===== src/hw/rtl/vfc_pkg.sv =====
// Shared types, constants and the texture layer lookup for the voxel face culling unit.
// Used by every module of the block; depends on nothing else.
`timescale 1ns / 1ps

package vfc_pkg;

   // Default chunk geometry and number of type rows that may carry a texture.
   localparam int DEF_XZ_SIZE   = 16;
   localparam int DEF_Y_SIZE    = 64;
   localparam int DEF_TYPE_ROWS = 24;

   // Rows of the built-in texture table; types at or above this give layer 0.
   localparam int TEX_ROWS = 24;

   // Widest coordinates over the supported geometry range, used in queued commands.
   localparam int XZ_MAX_W = 6;
   localparam int Y_MAX_W  = 8;

   localparam int TYPE_W  = 8;
   localparam int LAYER_W = 5;
   localparam int FACE_W  = 3;
   localparam int FACES   = 6;

   localparam int QUEUE_DEPTH = 2;

   typedef enum logic {
      OP_WRITE = 1'b0,
      OP_QUERY = 1'b1
   } op_type;

   typedef enum logic [FACE_W-1:0] {
      FACE_FRONT  = 3'd0,
      FACE_RIGHT  = 3'd1,
      FACE_TOP    = 3'd2,
      FACE_LEFT   = 3'd3,
      FACE_BOTTOM = 3'd4,
      FACE_BACK   = 3'd5
   } face_type;

   // Register indexes of the configuration port.
   localparam logic REG_CULLING_ON = 1'b0;
   localparam logic REG_AIR_CODE   = 1'b1;

   typedef struct packed {
      op_type              op;
      logic [XZ_MAX_W-1:0] x;
      logic [Y_MAX_W-1:0]  y;
      logic [XZ_MAX_W-1:0] z;
      logic [TYPE_W-1:0]   btype;
   } cmd_type;

   // Texture layer of one face of one block type.
   function automatic logic [LAYER_W-1:0] tex_layer(input logic [TYPE_W-1:0] btype,
                                                    input logic [FACE_W-1:0] face);
      logic [LAYER_W-1:0] layer;
      unique case (btype)
         8'd1: begin
            if (face == FACE_TOP) begin
               layer = 5'd1;
            end else if (face == FACE_BOTTOM) begin
               layer = 5'd3;
            end else begin
               layer = 5'd2;
            end
         end
         8'd2:    layer = 5'd4;
         8'd3:    layer = 5'd5;
         8'd4:    layer = 5'd3;
         8'd5:    layer = 5'd5;
         8'd6:    layer = 5'd6;
         8'd7:    layer = 5'd7;
         8'd8:    layer = 5'd8;
         8'd9:    layer = 5'd9;
         8'd10:   layer = 5'd10;
         8'd11:   layer = 5'd11;
         8'd12:   layer = 5'd12;
         8'd13:   layer = 5'd20;
         default: layer = 5'd0;
      endcase
      return layer;
   endfunction

endpackage


===== src/hw/rtl/vfc_queue.sv =====
// Short command queue between the front and back ends of the voxel face culling unit.
// Depends on vfc_pkg for the command type and depth.
`timescale 1ns / 1ps

module vfc_queue (
   input  logic             clock,
   input  logic             reset,
   input  logic             push_valid,
   output logic             push_ready,
   input  vfc_pkg::cmd_type push_cmd,
   output logic             pop_valid,
   input  logic             pop_ready,
   output vfc_pkg::cmd_type pop_cmd
);
   import vfc_pkg::*;

   localparam int PTR_W = (QUEUE_DEPTH > 1) ? $clog2(QUEUE_DEPTH) : 1;
   localparam int CNT_W = $clog2(QUEUE_DEPTH + 1);

   cmd_type            entry_ff [QUEUE_DEPTH];
   logic [PTR_W-1:0]   wr_ptr_ff;
   logic [PTR_W-1:0]   wr_ptr_in;
   logic [PTR_W-1:0]   rd_ptr_ff;
   logic [PTR_W-1:0]   rd_ptr_in;
   logic [CNT_W-1:0]   count_ff;
   logic [CNT_W-1:0]   count_in;
   logic               do_push;
   logic               do_pop;

   assign push_ready = (count_ff != CNT_W'(QUEUE_DEPTH));
   assign pop_valid  = (count_ff != '0);
   assign pop_cmd    = entry_ff[rd_ptr_ff];
   assign do_push    = push_valid && push_ready;
   assign do_pop     = pop_valid && pop_ready;

   always_comb begin
      wr_ptr_in = wr_ptr_ff;
      rd_ptr_in = rd_ptr_ff;
      count_in  = count_ff;
      if (do_push) begin
         wr_ptr_in = (wr_ptr_ff == PTR_W'(QUEUE_DEPTH - 1)) ? '0 : wr_ptr_ff + PTR_W'(1);
      end
      if (do_pop) begin
         rd_ptr_in = (rd_ptr_ff == PTR_W'(QUEUE_DEPTH - 1)) ? '0 : rd_ptr_ff + PTR_W'(1);
      end
      if (do_push && !do_pop) begin
         count_in = count_ff + CNT_W'(1);
      end else if (do_pop && !do_push) begin
         count_in = count_ff - CNT_W'(1);
      end
   end

   always_ff @(posedge clock) begin
      if (reset) begin
         wr_ptr_ff <= '0;
         rd_ptr_ff <= '0;
         count_ff  <= '0;
      end else begin
         wr_ptr_ff <= wr_ptr_in;
         rd_ptr_ff <= rd_ptr_in;
         count_ff  <= count_in;
      end
   end

   always_ff @(posedge clock) begin
      if (do_push) begin
         entry_ff[wr_ptr_ff] <= push_cmd;
      end
   end

endmodule


===== config.mk =====
export PLATFORM = sky130hd
export DESIGN_NAME = vfc_queue
export DESIGN_NICKNAME = d
export VERILOG_FILES = /design/src/hw/rtl/vfc_pkg.sv /design/src/hw/rtl/vfc_queue.sv
export SDC_FILE = /design/constraint.sdc
export NUM_CORES = 1
export LEC_CHECK = 0
export ABC_AREA = 0
export BUFFER_PORTS_ARGS = -buffer_cell sky130_fd_sc_hd__buf_2
export CORE_MARGIN = 8
export CORE_UTILIZATION = 55
export DETAILED_ROUTE_END_ITERATION = 10
export GPL_ROUTABILITY_DRIVEN = 0
export PLACE_DENSITY = 0.79
export SYNTH_ARGS = -nofsm -noshare
export SYNTH_HDL_FRONTEND = slang
export SYNTH_SLANG_ARGS = --single-unit

===== constraint.sdc =====
create_clock -name clock -period 2.9 [get_ports clock]
set_input_delay 0.725 -clock clock [delete_from_list [all_inputs] [get_ports clock]]
set_output_delay 0.725 -clock clock [all_outputs]
set_load 0.05 [all_outputs]

==> impl_metrics.toml <==
[critical_path]
regToRegSetupSlack_ns = 1.18
cp.arrival_ns = 1.80
endpoint_kind = "output pin"
critPathKind = "register to output pin"
crit_fanout = 12
worstPathRequired_ns = 2.17
cp-start-kind = "register"

[floorplan]
io_pins = 64
start_util = 0.5736
die_h_um = 80.82
die_area_um2 = 6532
die_w_um = 80.82
rows = 23
coreArea_um2 = 4029

[synthesis]
syn_nets = 148
synth_area_um2 = 2311
avgSynthCellArea_um2 = 20.27
ys_types = 18
synth_seq_area_share = 0.7970
synth_seq_cells = 63
yosys_warnings = 0
synthCells = 114

[job]
cap_violations = 0

[finish]
final_util = 0.7233
final_common_cell = "buf_2"
nets = 223
syn_to_final_growth_pct = 26.10
num-fill-cells = 253
drive_gt1_frac = 0.5619
diodes = 0
layout_common_cells = "63 x buf_2, 58 x edfxtp_1, 29 x mux2_2"

[routing]
avgViaCountPerCell = 5.107
wl_per_cell_um = 18.04
ant_nets = 0
dr.pass1.iters = 4
route.detailed.drc = 0
vias = 1246
totalWireLength_um = 4401
first_iter_violations = 94

[global_routing]
grt_pass1_vias = 1360
grt_max_degree = 30
grt_usage = 0.1361
antenna_found_initial = 0
grt_first_pass_wirelength_um = 6499
grt_overflow = 0

[sta]
rsz0062_at_grt = "no"
fmaxAchievable_mhz = 395.8
finalSetupTns_ns = 0
slew_headroom = 0.5843
layout_min_cycle_time_ns = 2.526
setup_viol = 0
layout_setup_ws_ns = 0.3737
finClkSkew_ns = 0.004059
slew_viol_final = 0
tightest_slew_ns = 0.6236
period_share = 0.8711
final_hold_viol_count = 0

[clock_tree]
clk_latency_ns = 0.32
clockBufferDepth = 2
cts_root_buf = "clkbuf_8"
clock-sinks = 63
clkTransAtPathRegs_ns = 0.06
tritoncts = "yes"
cts_buffers = 9
hold_buffers = 0
h-tree-depth = 3
post-cts-setup-buffers = 0
postCtsResizedCells = 0

[power]
leakagePower_nw = 1.121
ir_drop_v = 0.0007023
power_density_nw_per_um2 = 1037

[status]
outcome = "finished, final reports clean"

[placed_design]
port_buffers = 63
place_ws_ns = 0.6965
hpwl_um = 3165

[worst_hold_path]
worstHoldPathType = "register to register"
## critical path: stages (launching register included)
cell	delay [ns]
dfxtp_1	0.61
buf_4	0.27
mux2_2	0.37
buf_2	0.22
## area by class of cell
type,count,area (µm²),area share
Clock buffer,10,127.6,0.04380
Clock inverter,6,75.07,0.02576
Inverter,1,3.754,0.001288
Multi-Input combinational cell,47,445.4,0.1529
Sequential cell,63,1842,0.6320
Tap cell,50,62.56,0.02147
Timing Repair Buffer,67,357.8,0.1228
## Yosys cell counts (all sizes together)
| cell type | instances | area (µm²) |
|---|---|---|
| mux2 | 29 | 326.6 |
| and2 | 1 | 6.260 |
| a21bo | 1 | 10.01 |
| inv | 1 | 3.750 |
| and3 | 1 | 6.260 |
| a21oi | 2 | 10.01 |
| dfxtp | 5 | 100.1 |
| edfxtp | 58 | 1742 |
| nand3b | 1 | 7.510 |
| ha | 1 | 12.51 |
| or3 | 1 | 6.260 |
| or2 | 1 | 6.260 |
| o21ai | 2 | 10.01 |
| nor2 | 3 | 11.26 |
| nand2b | 1 | 6.260 |
| buf | 3 | 20.01 |
| xor2 | 3 | 26.28 |
## metrics by stage
stage	instance area [µm²]	power, mW	hold WS, ns	instances
2_1_floorplan	2311	2.035	0.4705	114
3_3_place_gp	2711	2.251	0.4916	228
3_5_place_dp	2711	2.279	0.5128	228
4_1_cts	2914	3.056	0.5353	244
5_1_grt	2914	3.148	0.5566	244
6_report	2914	3.022	0.5305	244
## flip-flops by register name, indices dropped and copies added, names as in the netlist, named ones only
name and flops:
entry_ff 58, count_ff 2, rd_ptr_ff 1, wr_ptr_ff 1
## where the power goes
part / internal, mW / switching, mW
sequential: 1.14 / 0.0597
clock: 0.472 / 0.297
combinational: 0.308 / 0.746
total: 1.92 / 1.10
## kinds of logic (layout without fill, tap and decap cells)
logic type      after synthesis  count (layout)  synth area share
fa+ha+maj                     1               1          0.005413
xor+xnor                      3               3           0.01137
flops                        63              63            0.7970
buf+inv                       4              84           0.01028
compound gates                5               5           0.01299
mux                          29              29            0.1413
simple gates                  9               9           0.02167
## per-layer routing
| metal | share of wire | global-route usage | vias up |
|---|---|---|---|
| li1 | - | - | 599 |
| met5 | 0 | 0 | - |
| met4 | 0.023 | 0.05714 | 0 |
| met1 | 0.37 | 0.1402 | 596 |
| met2 | 0.53 | 0.2302 | 43 |
| met3 | 0.077 | 0.06843 | 8 |
## path summary, 6_finish.rpt
| check | startpoint | end | depth (start not counted) |
|---|---|---|---|
| setup / recovery | register | pop_cmd[18] | 3 |
| hold / removal | rd_ptr_ff | register | 2 |
| hold reg to reg | rd_ptr_ff | register | 2 |
| setup reg to reg | count_ff[0] | entry_ff[1][26] | 3 |
(Power assumes the default switching activity.)
